--- config.mk ---
export PLATFORM = sky130hd
export DESIGN_NAME = link_response_frame_checker_core
export DESIGN_NICKNAME = d
export VERILOG_FILES = /design/src/rtl/core/lrfc_pkg.sv /design/src/rtl/core/link_response_frame_checker_core.sv
export VERILOG_INCLUDE_DIRS = /design/src /design/src/rtl/core
export SDC_FILE = /design/constraint.sdc
export NUM_CORES = 1
export LEC_CHECK = 0
export ABC_CLOCK_PERIOD_IN_PS = 6400
export BUFFER_PORTS_ARGS = -buffer_cell sky130_fd_sc_hd__buf_4
export CORE_MARGIN = 1
export CORE_UTILIZATION = 35
export DETAILED_ROUTE_END_ITERATION = 8
export PLACE_DENSITY_LB_ADDON = 0.1
export REMOVE_ABC_BUFFERS = 1
export SYNTH_ARGS = -nofsm -noshare
export SYNTH_HDL_FRONTEND = slang
export SYNTH_SLANG_ARGS = --single-unit
--- constraint.sdc ---
create_clock -name clock -period 6.4 [get_ports clock]
set_clock_uncertainty 0.15 [all_clocks]
set_input_delay 1.28 -clock clock [delete_from_list [all_inputs] [get_ports clock]]
set_output_delay 1.28 -clock clock [all_outputs]
set_load 0.02 [all_outputs]
--- src/rtl/core/link_response_frame_checker_core_defines.svh ---
// ---------------------------------------------------------------------------
// link response frame checker assertion macros
// concurrent assertion helpers, compiled out when ASSERT_OFF is defined
// ---------------------------------------------------------------------------
`ifndef LINK_RESPONSE_FRAME_CHECKER_CORE_DEFINES_SVH
`define LINK_RESPONSE_FRAME_CHECKER_CORE_DEFINES_SVH

`ifndef ASSERT_OFF
// property checked on every rising clock edge, held off during reset
`define LRFC_ASSERT(name, clk, rst, prop, msg) \
   name: assert property (@(posedge clk) disable iff (rst) prop) else $error(msg);
// property checked on every rising clock edge, reset included
`define LRFC_ASSERT_ALWAYS(name, clk, prop, msg) \
   name: assert property (@(posedge clk) prop) else $error(msg);
`else
`define LRFC_ASSERT(name, clk, rst, prop, msg)
`define LRFC_ASSERT_ALWAYS(name, clk, prop, msg)
`endif

`endif

--- src/rtl/core/lrfc_pkg.sv ---
// ---------------------------------------------------------------------------
// lrfc_pkg
// shared types, status codes and fixed frame patterns of the frame checker
// ---------------------------------------------------------------------------
package lrfc_pkg;

   localparam int HEADER_BYTES_DEF = 9;
   localparam int PATTERN_IDX_W    = 4;

   localparam logic [7:0] SYNC_BYTE = 8'hA5;

   typedef enum logic [2:0] {
      STATUS_OK       = 3'd0,
      STATUS_BAD_SYNC = 3'd1,
      STATUS_ERR_FRM  = 3'd2,
      STATUS_CSUM     = 3'd3,
      STATUS_ACK_MIS  = 3'd4,
      STATUS_LEN_LONG = 3'd5
   } status_type;

   typedef struct packed {
      logic [7:0] rx_byte;
      logic       first_byte;
      logic       expect_ack;
   } req_type;

   typedef struct packed {
      status_type status;
      logic [7:0] payload_length;
      logic [7:0] computed_sum;
   } rsp_type;

   // fixed error frame A5 07 00 00 00 00 00 00 07
   function automatic logic [7:0] err_pattern(input logic [PATTERN_IDX_W-1:0] idx);
      logic [7:0] val;
      unique case (idx)
         4'd0:    val = SYNC_BYTE;
         4'd1:    val = 8'h07;
         4'd8:    val = 8'h07;
         default: val = 8'h00;
      endcase
      return val;
   endfunction

   // fixed acknowledge frame A5 07 FF 00 00 00 00 00 06
   function automatic logic [7:0] ack_pattern(input logic [PATTERN_IDX_W-1:0] idx);
      logic [7:0] val;
      unique case (idx)
         4'd0:    val = SYNC_BYTE;
         4'd1:    val = 8'h07;
         4'd2:    val = 8'hFF;
         4'd8:    val = 8'h06;
         default: val = 8'h00;
      endcase
      return val;
   endfunction

endpackage

--- src/rtl/core/link_response_frame_checker_core.sv ---
// ---------------------------------------------------------------------------
// link_response_frame_checker_core
// checks response frames of a byte-serial link and reports one status each
// ---------------------------------------------------------------------------
// Takes one frame byte per request and one request per clock, unless a
// result is held up at rsp. Each request is captured in an input register;
// a single compare-and-add stage then updates the frame state and, at the
// frame's last byte, loads the result register, whose status shows on rsp.
// The input register keeps accepting while a result waits; only a request
// that would produce a second result stalls until rsp is taken. Status
// priority is bad sync, error frame, then acknowledge mismatch (send mode)
// or length too long ahead of checksum mismatch (receive mode). Bytes after
// a frame's end are dropped until a request with first_byte set.
// max_payload is written over csr; the user must write it only while idle,
// as the block itself does not enforce it. It resets to 191.
// ---------------------------------------------------------------------------
`include "link_response_frame_checker_core_defines.svh"

module link_response_frame_checker_core #(
   parameter int HEADER_BYTES = lrfc_pkg::HEADER_BYTES_DEF
) (
   input  logic              clock,
   input  logic              reset,
   input  logic              req_valid,
   output logic              req_ready,
   input  lrfc_pkg::req_type req_data,
   output logic              rsp_valid,
   input  logic              rsp_ready,
   output lrfc_pkg::rsp_type rsp_data,
   input  logic              csr_valid,
   output logic              csr_ready,
   input  logic [7:0]        csr_data
);
   import lrfc_pkg::*;

   // frame index covers header plus the largest payload
   localparam int IDX_W = $clog2(HEADER_BYTES + 256);
   localparam logic [IDX_W-1:0] LEN_IDX  = IDX_W'(HEADER_BYTES - 2);
   localparam logic [IDX_W-1:0] TAIL_IDX = IDX_W'(HEADER_BYTES - 1);
   localparam logic [IDX_W-1:0] MAX_IDX  = IDX_W'(HEADER_BYTES - 1 + 255);

   // input register
   logic       a_valid_ff, a_valid_in;
   req_type    a_req_ff, a_req_in;

   // frame state
   logic [IDX_W-1:0] byte_index_ff, byte_index_in;
   logic [7:0]       running_sum_ff, running_sum_in;
   logic             sync_good_ff, sync_good_in;
   logic             match_err_ff, match_err_in;
   logic             match_ack_ff, match_ack_in;
   logic [7:0]       pay_count_ff, pay_count_in;
   logic             ack_mode_ff, ack_mode_in;
   logic             frame_done_ff, frame_done_in;

   // result register and config
   logic       rsp_valid_ff, rsp_valid_in;
   rsp_type    rsp_data_ff, rsp_data_in;
   logic [7:0] max_payload_ff, max_payload_in;

   // frame state as seen after a restart request
   logic [IDX_W-1:0] idx_b;
   logic [7:0]       sum_b;
   logic             sync_b, merr_b, mack_b, ackm_b, done_b;
   logic [7:0]       cnt_b;

   // per byte evaluation
   logic [7:0]       rx_b;
   logic             sync_n, merr_n, mack_n;
   logic [7:0]       cnt_n;
   logic [IDX_W-1:0] last_idx;
   logic             hit_last;
   logic             out_free;
   logic             a_fire;
   logic             res_load;
   status_type       status_n;

   always_comb begin
      rx_b = a_req_ff.rx_byte;

      // restart clears the frame and latches the mode
      if (a_req_ff.first_byte) begin
         idx_b  = '0;
         sum_b  = '0;
         sync_b = 1'b0;
         merr_b = 1'b1;
         mack_b = 1'b1;
         cnt_b  = '0;
         ackm_b = a_req_ff.expect_ack;
         done_b = 1'b0;
      end else begin
         idx_b  = byte_index_ff;
         sum_b  = running_sum_ff;
         sync_b = sync_good_ff;
         merr_b = match_err_ff;
         mack_b = match_ack_ff;
         cnt_b  = pay_count_ff;
         ackm_b = ack_mode_ff;
         done_b = frame_done_ff;
      end

      sync_n = (idx_b == '0) ? (rx_b == SYNC_BYTE) : sync_b;
      merr_n = merr_b;
      mack_n = mack_b;
      if (idx_b < IDX_W'(HEADER_BYTES)) begin
         merr_n = merr_b && (rx_b == err_pattern(idx_b[PATTERN_IDX_W-1:0]));
         mack_n = mack_b && (rx_b == ack_pattern(idx_b[PATTERN_IDX_W-1:0]));
      end
      cnt_n = (idx_b == LEN_IDX) ? rx_b : cnt_b;

      // frame end: fixed in send mode, header plus payload in receive mode
      last_idx = ackm_b ? TAIL_IDX : (TAIL_IDX + IDX_W'(cnt_n));
      hit_last = !done_b && (idx_b >= TAIL_IDX) && (idx_b == last_idx);

      if (!sync_n) begin
         status_n = STATUS_BAD_SYNC;
      end else if (merr_n) begin
         status_n = STATUS_ERR_FRM;
      end else if (ackm_b) begin
         status_n = mack_n ? STATUS_OK : STATUS_ACK_MIS;
      end else if (cnt_n > max_payload_ff) begin
         status_n = STATUS_LEN_LONG;
      end else if (rx_b != sum_b) begin
         status_n = STATUS_CSUM;
      end else begin
         status_n = STATUS_OK;
      end

      // a result needs a free output slot, anything else always proceeds
      out_free = !rsp_valid_ff || rsp_ready;
      a_fire   = a_valid_ff && (!hit_last || out_free);
      res_load = a_fire && hit_last;

      req_ready  = !a_valid_ff || a_fire;
      a_valid_in = req_ready ? req_valid : a_valid_ff;
      a_req_in   = (req_ready && req_valid) ? req_data : a_req_ff;

      // state follows the processed byte
      byte_index_in  = byte_index_ff;
      running_sum_in = running_sum_ff;
      sync_good_in   = sync_good_ff;
      match_err_in   = match_err_ff;
      match_ack_in   = match_ack_ff;
      pay_count_in   = pay_count_ff;
      ack_mode_in    = ack_mode_ff;
      frame_done_in  = frame_done_ff;
      if (a_fire) begin
         ack_mode_in   = ackm_b;
         frame_done_in = done_b;
         if (done_b) begin
            byte_index_in  = idx_b;
            running_sum_in = sum_b;
            sync_good_in   = sync_b;
            match_err_in   = merr_b;
            match_ack_in   = mack_b;
            pay_count_in   = cnt_b;
         end else begin
            sync_good_in = sync_n;
            match_err_in = merr_n;
            match_ack_in = mack_n;
            pay_count_in = cnt_n;
            if (hit_last) begin
               // index and sum freeze at the checksum byte
               byte_index_in  = idx_b;
               running_sum_in = sum_b;
               frame_done_in  = 1'b1;
            end else begin
               byte_index_in  = idx_b + 1'b1;
               running_sum_in = (idx_b != '0) ? (sum_b + rx_b) : sum_b;
            end
         end
      end

      // result register
      rsp_valid_in = res_load ? 1'b1 : (rsp_valid_ff && !rsp_ready);
      rsp_data_in  = rsp_data_ff;
      if (res_load) begin
         rsp_data_in.status         = status_n;
         rsp_data_in.payload_length = ackm_b ? 8'd0 : cnt_n;
         rsp_data_in.computed_sum   = sum_b;
      end

      // config register, always ready
      csr_ready      = 1'b1;
      max_payload_in = csr_valid ? csr_data : max_payload_ff;
   end

   always_ff @(posedge clock) begin
      if (reset) begin
         a_valid_ff     <= 1'b0;
         rsp_valid_ff   <= 1'b0;
         byte_index_ff  <= '0;
         running_sum_ff <= '0;
         sync_good_ff   <= 1'b0;
         match_err_ff   <= 1'b1;
         match_ack_ff   <= 1'b1;
         pay_count_ff   <= '0;
         ack_mode_ff    <= 1'b0;
         frame_done_ff  <= 1'b0;
         max_payload_ff <= 8'd191;
      end else begin
         a_valid_ff     <= a_valid_in;
         rsp_valid_ff   <= rsp_valid_in;
         byte_index_ff  <= byte_index_in;
         running_sum_ff <= running_sum_in;
         sync_good_ff   <= sync_good_in;
         match_err_ff   <= match_err_in;
         match_ack_ff   <= match_ack_in;
         pay_count_ff   <= pay_count_in;
         ack_mode_ff    <= ack_mode_in;
         frame_done_ff  <= frame_done_in;
         max_payload_ff <= max_payload_in;
      end
      a_req_ff    <= a_req_in;
      rsp_data_ff <= rsp_data_in;
   end

   assign rsp_valid = rsp_valid_ff;
   assign rsp_data  = rsp_data_ff;

   // index never runs past the longest possible frame
   `LRFC_ASSERT(a_idx_range, clock, reset, byte_index_ff <= MAX_IDX, "byte index out of range")
   // a loaded result closes the frame
   `LRFC_ASSERT(a_done_after_load, clock, reset, res_load |=> frame_done_ff, "frame not closed")
   // a result is never loaded over one still waiting
   `LRFC_ASSERT(a_no_overwrite, clock, reset, (rsp_valid_ff && !rsp_ready) |-> !res_load,
                "result overwritten")
   // reported status stays within the defined codes
   `LRFC_ASSERT(a_status_code, clock, reset, rsp_valid |-> (rsp_data.status <= STATUS_LEN_LONG),
                "undefined status")

endmodule

==> impl_metrics.json, run 1 <==
{
  "irDropWorstVdd_mv": 0.0761,
  "fmax_mhz": 164,
  "cap_violations": 0,
  "synthArstFlopShare_pct": 0,
  "clock_tree.root_cell": "clkbuf_16",
  "p_total_mw": 1.05,
  "synth_commonest_cells": "nand2_1 (46), dfxtp_1 (40), nor2_1 (36), edfxtp_1 (29), inv_1 (28)",
  "wirelength_um": 13200,
  "worstSkewPairLatency_ps": 340,
  "finalSetupTns_ps": 0,
  "cp_top_family": "simple AND/OR/NAND/NOR gates",
  "cts_tree": "built",
  "io_buffers": 43,
  "num_antenna_cells": 0,
  "gp_congestion": 0.916,
  "end_kind": "output pin",
  "rsz0062_at_grt": "false",
  "synth_edf_count": 29,
  "ys_ff_latch": 69,
  "worstMarginPinSlew_ps": 981,
  "area_growth_syn_to_layout_pct": 15.4,
  "pin_count": 45,
  "hpwl_um": 9480,
  "start_util_pct": 36.4,
  "final_net_count": 563,
  "yosysMostFrequentCell": "nand2_1",
  "ys_top_cells_by_area": "edfxtp_1 (20%), dfxtp_1 (18%), ha_1 (5.6%), nand2_1 (3.9%), a21oi_1 (3.0%)",
  "min_period_over_period_pct": 95.0,
  "cts_htree_levels": 3,
  "ys_types": 80,
  "seq_area_frac_synth_pct": 37.6,
  "syn_area_per_cell_um2": 9.06,
  "first_pass_iters": 4,
  "hold_depth": 2,
  "powerDensity_nw_per_um2": 205,
  "critPathRequiredTime_ps": 4970,
  "num_rows": 40,
  "setup_violations": 0,
  "cts_sinks": 69,
  "drtIter0Drc": 319,
  "synth_ff_type": "dfxtp_1",
  "path_clk_slew_ps": 60,
  "critPathKind": "register to output pin",
  "yosysTopAreaCellShare_pct": 19.6,
  "grt_pass1_vias": 3712,
  "num_vias": 3870,
  "grt_overflow": 0,
  "hold_violations": 0,
  "synth.largest_area_cell": "edfxtp_1",
  "drv_slew": 0,
  "fp.dieArea_um2": 13200,
  "drc": 0,
  "min_period_ps": 6080,
  "viasPerCell": 5.59,
  "worstHoldPathType": "register to register",
  "grt_max_degree": 59,
  "cp_cell_sequence": "inv_2 -> nand2_1 -> inv_1 -> ha_1 -> and3b_1 -> and3_1 -> mux2i_1 -> nor2_1 -> ha_1 -> and3b_1 -> a21oi_1 -> a2111oi_0 -> o311a_1 -> o311a_1 -> nand4_1 -> or2_2 -> buf_4",
  "grt_first_pass_wirelength_um": 21000,
  "die_h_um": 115,
  "critPathLaunch": "a_req_ff[1]",
  "worstSetupStartpointType": "register",
  "synth_cells": 491,
  "post-cts-setup-buffers": 0,
  "die_x_um": 115,
  "p_leak_nw": 1.90,
  "r2r_cells": 17,
  "cts_inserted_buffers": 9,
  "worst_path_largest_cell_delay_ps": 450,
  "rrSetupSlack_ps": 1210,
  "track_usage_pct": 21.6,
  "crit_path_end": "req_ready",
  "worstReg2RegEnd": "rsp_data[15]",
  "cp.depth": 17,
  "reg2reg_from": "a_req_ff[1]",
  "slew_headroom_pct": 34.6,
  "path_max_fanout": 9,
  "cts_buffer_depth": 2,
  "status": "complete, no violations",
  "synth_area_um2": 4450,
  "grt_antenna_before_repair": 0,
  "critPathBufInv": 3,
  "core_area_um2": 12200,
  "postRouteAntennaNets": 0,
  "crit_arrival_ps": 4650,
  "yosysWarnings": 0,
  "wl_per_cell_um": 19.1,
  "drive_gt1_share_pct": 16.2,
  "critPathSlowestCell": "a2111oi_0"
}
## stage by stage
step	utilization, %	cell area (um2)	worst slack, ps	hold WS (ps)	std cells
global route	42.0	5130	12.6	377	692
floorplan	-	4290	270	298	460
detailed placement	39.8	4860	727	328	676
global placement	39.8	4860	819	322	676
CTS	42.0	5130	302	346	692
finish	42.0	5130	317	342	692
## sequential cells by signal (all words and copies together), names as in the netlist
name            cells
rsp_data           19
byte_index_ff       9
max_payload_ff      8
pay_count_ff        8
running_sum_ff      8
rx_b                8
a_req_ff            2
a_valid_ff          1
ack_mode_ff         1
frame_done_ff       1
match_ack_ff        1
match_err_ff        1
rsp_valid           1
sync_good_ff        1
## worst register-to-register path, delay by kind of cell (launching register included)
family | cells | cell delay [ps]
AO/OA/AOI/OAI | 4 | 1050
adder cells (fa/ha/maj) | 2 | 640
buffers and inverters | 3 | 630
flip-flops | 1 | 440
multiplexers | 1 | 290
AND/OR/NAND/NOR | 7 | 1660
## report_power, final
group	switching, mW	internal (mW)	leakage [nW]	total [mW]
logic	0.0653	0.0403	1.20	0.106
clock network	0.190	0.272	0.125	0.462
registers	0.0155	0.470	0.570	0.485
total	0.270	0.782	1.90	1.05
## how the worst min path moves through the flow
stage | from | end
2_1_floorplan | max_payload_ff[0] | max_payload_ff[0]
3_3_place_gp | match_ack_ff | match_ack_ff
3_5_place_dp | match_err_ff | match_err_ff
4_1_cts | max_payload_ff[6] | max_payload_ff[6]
5_1_grt | max_payload_ff[7] | max_payload_ff[7]
6_report | max_payload_ff[6] | max_payload_ff[6]
## logic make-up (layout without fill, tap and decap cells)
group | Yosys count | in the layout | share of synthesized area (%)
xor gates and xnor gates | 13 | 13 | 2.56
muxes | 12 | 12 | 2.81
AOI/OAI and AO/OA | 134 | 134 | 23.5
other | 1 | 1 | 0.0843
buffers and inverters | 60 | 93 | 5.94
adders and majority gates | 21 | 21 | 6.08
and+or+nand+nor | 181 | 181 | 21.5
DFF | 69 | 69 | 37.6
## final cells by class
class | instances | area, um2
fill | 1230 | 7080
sequential | 69 | 1670
timing repair buffer | 48 | 360
multi-input combinational | 362 | 2510
clock inverter | 2 | 11.3
clock buffer | 14 | 254
inverter | 29 | 109
tap | 168 | 210
## layout by cell type, fill, tap and decap left out, drive strengths merged, types with 7 or more instances in the layout
cell	n
a211o	9
a21oi	27
a31oi	7
and3	7
buf	48
clkbuf	14
dfxtp	40
edfxtp	29
ha	20
inv	29
mux2i	8
nand2	46
nand3	26
nand4	7
nor2	37
nor2b	11
nor3	14
o211ai	18
o21ai	17
xnor2	11
## layer usage
| metal | wire, um | track usage [%] |
|---|---|---|
| met1 | 6670 | 31.4 |
| met2 | 5570 | 31.5 |
| met3 | 703 | 4.34 |
| met4 | 272 | 8.05 |
| met5 | 0 | 0 |
## timing repair
item | CTS | global route
gates resized for setup | 0 | 1
hold buffers | 0 | 0
setup endpoints to repair | 0 | 1
No activity file was read; power rests on OpenSTA's default activity.
==> run 2, diff against run 1 <==
--- a/config.mk
+++ b/config.mk
@@ -8,6 +8,7 @@
 export LEC_CHECK = 0
 export ABC_CLOCK_PERIOD_IN_PS = 6400
 export BUFFER_PORTS_ARGS = -buffer_cell sky130_fd_sc_hd__buf_4
+export CORE_ASPECT_RATIO = 0.9
 export CORE_MARGIN = 1
 export CORE_UTILIZATION = 35
 export DETAILED_ROUTE_END_ITERATION = 8
==> run 2 against run 1 <==
Against the previous run: global-route usage increased by 0.12 points; clock power decreased by 0.9%; sequential power about the same; design area decreased by 0.29%.
==> impl_metrics.json, run 2 (same netlist as run 1, synthesis figures left out) <==
{
  "postRouteAntennaNets": 0,
  "cap_violations": 0,
  "fmax_mhz": 165,
  "hpwl_um": 9570,
  "cp_top_family": "simple AND/OR/NAND/NOR gates",
  "cp_cell_sequence": "inv_2 -> nand2_1 -> inv_1 -> ha_1 -> and3b_1 -> and3_1 -> buf_4 -> mux2i_1 -> nor2_1 -> ha_1 -> and3_1 -> xnor2_1 -> o311ai_1 -> o311a_1 -> nand4_1 -> or2_2 -> buf_4",
  "path_max_fanout": 9,
  "r2r_cells": 17,
  "cts_htree_levels": 3,
  "fp.dieArea_um2": 13200,
  "clock_tree.root_cell": "clkbuf_16",
  "cts_buffer_depth": 2,
  "critPathSlowestCell": "o311ai_1",
  "drive_gt1_share_pct": 16.6,
  "cts_inserted_buffers": 9,
  "end_kind": "output pin",
  "gp_congestion": 0.906,
  "final_net_count": 562,
  "crit_arrival_ps": 4640,
  "reg2reg_from": "a_req_ff[1]",
  "final_common_cell": "buf_4",
  "grt-busiest-layer": "met2",
  "min_to": "max_payload_ff[1]",
  "ctsResizeCount": 0,
  "critPathRequiredTime_ps": 4970,
  "hold_depth": 2,
  "io_buffers": 43,
  "fillers": 1220,
  "post-cts-setup-buffers": 0,
  "finalSetupTns_ps": 0,
  "hp-start": "max_payload_ff[1]",
  "cts_sinks": 69,
  "cts_tree": "built",
  "critPathBufInv": 4,
  "start_util_pct": 36.4,
  "dp_slack_ps": 582,
  "holdBufCountCts": 0,
  "worstHoldPathType": "register to register",
  "rsz0062_at_grt": "false",
  "grt_first_pass_wirelength_um": 21200,
  "rrSetupSlack_ps": 1230,
  "largest_register_ffs": 19,
  "die_h_um": 109,
  "p_leak_nw": 1.90,
  "layout_common_cells": "buf_4 (47), nand2_1 (46), dfxtp_1 (40)",
  "grt_max_degree": 59,
  "worstReg2RegEnd": "rsp_data[13]",
  "worstSkewPairLatency_ps": 350,
  "setup_ws_ps": 331,
  "drv_slew": 0,
  "wl_per_cell_um": 19.4,
  "num_antenna_cells": 0,
  "critPathKind": "register to output pin",
  "powerDensity_nw_per_um2": 205,
  "num_rows": 38,
  "setup_violations": 0,
  "grt_overflow": 0,
  "worstMarginPinSlew_ps": 1030,
  "worst_path_largest_cell_delay_ps": 560,
  "met2_usage_pct": 33.0,
  "num_vias": 3859,
  "core_area_um2": 12200,
  "grt_pass1_vias": 3655,
  "grtUsageMet3_pct": 4.76,
  "area_growth_syn_to_layout_pct": 15.0,
  "worstSetupStartpointType": "register",
  "hold_violations": 0,
  "pin_count": 45,
  "gr-usage-met1_pct": 30.8,
  "grt_antenna_before_repair": 0,
  "wirelength_um": 13200,
  "min_period_over_period_pct": 94.8,
  "slew_headroom_pct": 31.4,
  "viasPerCell": 5.65,
  "min_period_ps": 6070,
  "irDropWorstVdd_mv": 0.159,
  "track_usage_pct": 21.7,
  "whs_ps": 340,
  "path_clk_slew_ps": 60,
  "first_pass_iters": 5,
  "regMostFlops": "rsp_data",
  "drtIter0Drc": 349,
  "biggestRegsByFlops": "rsp_data (19), byte_index_ff (9)",
  "drc": 0,
  "die_x_um": 121,
  "status": "complete, no violations"
}
run 2: report_power, final:
part           leakage, nW  switching [mW]  internal (mW)
Combinational         1.20          0.0624         0.0398
Clock                0.127           0.199          0.259
Sequential           0.570          0.0181          0.470
run 2: tightest hold or removal path, stage by stage, from the launching register on:
cell and delay, ps:
dfxtp_1 300, inv_1 70, o211ai_1 80
run 2: worst max-delay path by stage:
stage / start / end / slack [ps] / depth (start not counted)
after global routing: a_req_ff[1] / req_ready / 30 / 18
after floorplan: a_req_ff[1] / req_ready / 270 / 15
after CTS: a_req_ff[1] / req_ready / 170 / 17
final: a_req_ff[1] / req_ready / 330 / 17
after global placement: a_req_ff[1] / req_ready / 710 / 17
after detailed placement: a_req_ff[1] / req_ready / 580 / 17
run 2: cell type report:
| class | count | area (um2) | area share (%) |
|---|---|---|---|
| inverter | 29 | 109 | 2.13 |
| multi-input combinational | 362 | 2510 | 49.2 |
| tap | 160 | 200 | 3.91 |
| clock buffer | 9 | 225 | 4.40 |
| clock inverter | 7 | 41.3 | 0.807 |
| timing repair buffer | 47 | 353 | 6.90 |
| sequential | 69 | 1670 | 32.7 |
run 2: layer usage:
metal  up-vias  share of wire [%]  wire length [um]
li1       1883                  -                 -
met4         0                1.4               185
met2       121                 44              5760
met1      1843                 49              6430
met3        12                6.4               852
met5         -                  0                 0
run 2: per-stage QoR:
step / instances / util, % / cell area [um2] / power, mW
after floorplan: 460 / - / 4290 / 0.554
after global placement: 667 / 39.7 / 4850 / 0.597
after detailed placement: 667 / 39.7 / 4850 / 0.598
after CTS: 683 / 41.8 / 5110 / 1.06
after global routing: 683 / 41.9 / 5110 / 1.09
final: 683 / 41.9 / 5110 / 1.05
==> run 3, diff against run 2 <==
--- a/config.mk
+++ b/config.mk
@@ -14,6 +14,7 @@
 export DETAILED_ROUTE_END_ITERATION = 8
 export PLACE_DENSITY_LB_ADDON = 0.1
 export REMOVE_ABC_BUFFERS = 1
+export SLEW_MARGIN = 25
 export SYNTH_ARGS = -nofsm -noshare
 export SYNTH_HDL_FRONTEND = slang
 export SYNTH_SLANG_ARGS = --single-unit
==> constraint.sdc (replaced) <==
create_clock -name clock -period 6.4 [get_ports clock]
set_clock_uncertainty 0.15 [all_clocks]
set_input_delay 0.64 -clock clock [delete_from_list [all_inputs] [get_ports clock]]
set_output_delay 0.64 -clock clock [all_outputs]
set_load 0.02 [all_outputs]
==> run 3 against run 2 <==
Against the previous run: maximum frequency grew 6.8%; register-to-register slack lost 100 ps; cell count grew 0.15%; non-clock buffer count rose by 1; design area is 1.2% higher; wire length is 2.1% lower; sequential share of layout area fell by 0.38 points; critical path type unchanged; critical endpoint unchanged; largest power group is now clock; highest routed layer unchanged.
==> impl_metrics.json, run 3 (same netlist as run 1, synthesis figures left out) <==
{
  "status": "complete, no violations",
  "finalSetupTns_ps": 0,
  "worst_path_largest_cell_delay_ps": 610,
  "worstReg2RegEnd": "rsp_data[4]",
  "clock_tree.root_cell": "clkbuf_16",
  "irDropWorstVdd_mv": 0.169,
  "worstHoldPathType": "input pin to register",
  "worstMarginPinSlew_ps": 922,
  "critPathSlowestCell": "o311ai_0",
  "post-cts-setup-buffers": 0,
  "place_inst": 668,
  "grt_overflow": 0,
  "regMostFlops": "rsp_data",
  "dp_slack_ps": 1130,
  "fmax_mhz": 176,
  "io_buffers": 43,
  "fillers": 1224,
  "grt_pass1_vias": 3736,
  "end_kind": "output pin",
  "critPathKind": "register to output pin",
  "reg2reg_from": "a_req_ff[1]",
  "fin_cells": 684,
  "num_rows": 38,
  "rrSetupSlack_ps": 1130,
  "die_h_um": 109,
  "die_x_um": 121,
  "critPathRequiredTime_ps": 5610,
  "r2r_cells": 17,
  "first_pass_iters": 5,
  "path_max_fanout": 9,
  "wl_per_cell_um": 18.9,
  "largest_register_ffs": 19,
  "rsz0062_at_grt": "false",
  "path_clk_slew_ps": 60,
  "viasPerCell": 5.72,
  "biggestRegsByFlops": "rsp_data (19), byte_index_ff (9)",
  "start_util_pct": 36.4,
  "powerDensity_nw_per_um2": 218,
  "track_usage_pct": 21.3,
  "min_period_ps": 5680,
  "num_antenna_cells": 0,
  "pin_count": 45,
  "setup_violations": 0,
  "hp-start": "req_data[9]",
  "ctsResizeCount": 0,
  "drtIter0Drc": 350,
  "grt_max_degree": 47,
  "num_vias": 3911,
  "cp_cell_sequence": "inv_2 -> nand2_1 -> inv_1 -> ha_1 -> and3b_1 -> and3_1 -> mux2i_1 -> nor2_1 -> ha_1 -> and3_1 -> xnor2_1 -> o311ai_0 -> o311a_1 -> nand4_1 -> or2_2 -> buf_4",
  "wirelength_um": 12900,
  "cts_htree_levels": 3,
  "postRouteAntennaNets": 0,
  "core_area_um2": 12200,
  "cts_buffer_depth": 2,
  "cap_violations": 0,
  "layout_common_cells": "buf_4 (48), nand2_1 (46), dfxtp_1 (40)",
  "cts_sinks": 69,
  "drive_gt1_share_pct": 17.0,
  "drc": 0,
  "drv_slew": 0,
  "hold_violations": 0,
  "grt_first_pass_wirelength_um": 20700,
  "cts_inserted_buffers": 9,
  "worstSkewPairLatency_ps": 350,
  "cts_tree": "built",
  "hold_depth": 1,
  "setup_ws_ps": 718,
  "final_net_count": 563,
  "holdBufCountCts": 0,
  "worstSetupStartpointType": "register",
  "min_period_over_period_pct": 88.8,
  "area_growth_syn_to_layout_pct": 16.4,
  "final_common_cell": "buf_4",
  "grt_antenna_before_repair": 1,
  "gp_congestion": 0.925,
  "min_to": "rx_b[7]",
  "p_leak_nw": 1.93,
  "fp.dieArea_um2": 13200,
  "hpwl_um": 9560,
  "crit_arrival_ps": 4890,
  "slew_headroom_pct": 38.5
}
## run 3: worst max path at each step
stage / from / to / slack (ps) / depth (start not counted)
after floorplan: a_req_ff[1] / rsp_data[0] / 450 / 15
after global placement: a_req_ff[1] / req_ready / 1270 / 16
final: a_req_ff[1] / req_ready / 720 / 16
after CTS: a_req_ff[1] / req_ready / 730 / 16
after global routing: a_req_ff[1] / req_ready / 310 / 16
after detailed placement: a_req_ff[1] / req_ready / 1130 / 16
## run 3: power breakdown
part           internal, mW  switching [mW]
sequential            0.470          0.0161
combinational        0.0406          0.0640
clock                 0.337           0.199
## run 3: layout make-up
class / count / area [um2] / area share (%)
clock buffers: 12 / 268 / 5.17
clock inverters: 4 / 52.6 / 1.02
repair buffers: 48 / 360 / 6.96
multi-input cells: 362 / 2510 / 48.6
well taps: 160 / 200 / 3.87
flip-flops and latches: 69 / 1670 / 32.3
inverters: 29 / 109 / 2.10
## run 3: stage by stage
stage / util (%) / cell area, um2 / total power [mW] / hold slack, ps
after floorplan: - / 4290 / 0.554 / 298
after global placement: 39.7 / 4850 / 0.598 / 321
after detailed placement: 39.7 / 4850 / 0.599 / 328
after CTS: 42.4 / 5170 / 1.14 / 309
after global routing: 42.4 / 5170 / 1.17 / 309
final: 42.4 / 5170 / 1.13 / 321
## run 3: worst max-delay path: cells and delay by family (launching register included)
family,cells,cell delay [ps]
XOR/XNOR,1,130
AND/OR/NAND/NOR,7,1670
AO/OA/AOI/OAI,2,960
flip-flops,1,440
adder cells (fa/ha/maj),2,550
multiplexers,1,300
buffers and inverters,3,470
## run 3: metal layers
layer	vias up	global-route usage [%]	wire length, um
li1	1894	-	-
met1	1878	30.2	6230
met3	11	4.45	848
met4	0	6.61	170
met5	-	0	0
met2	128	32.2	5710
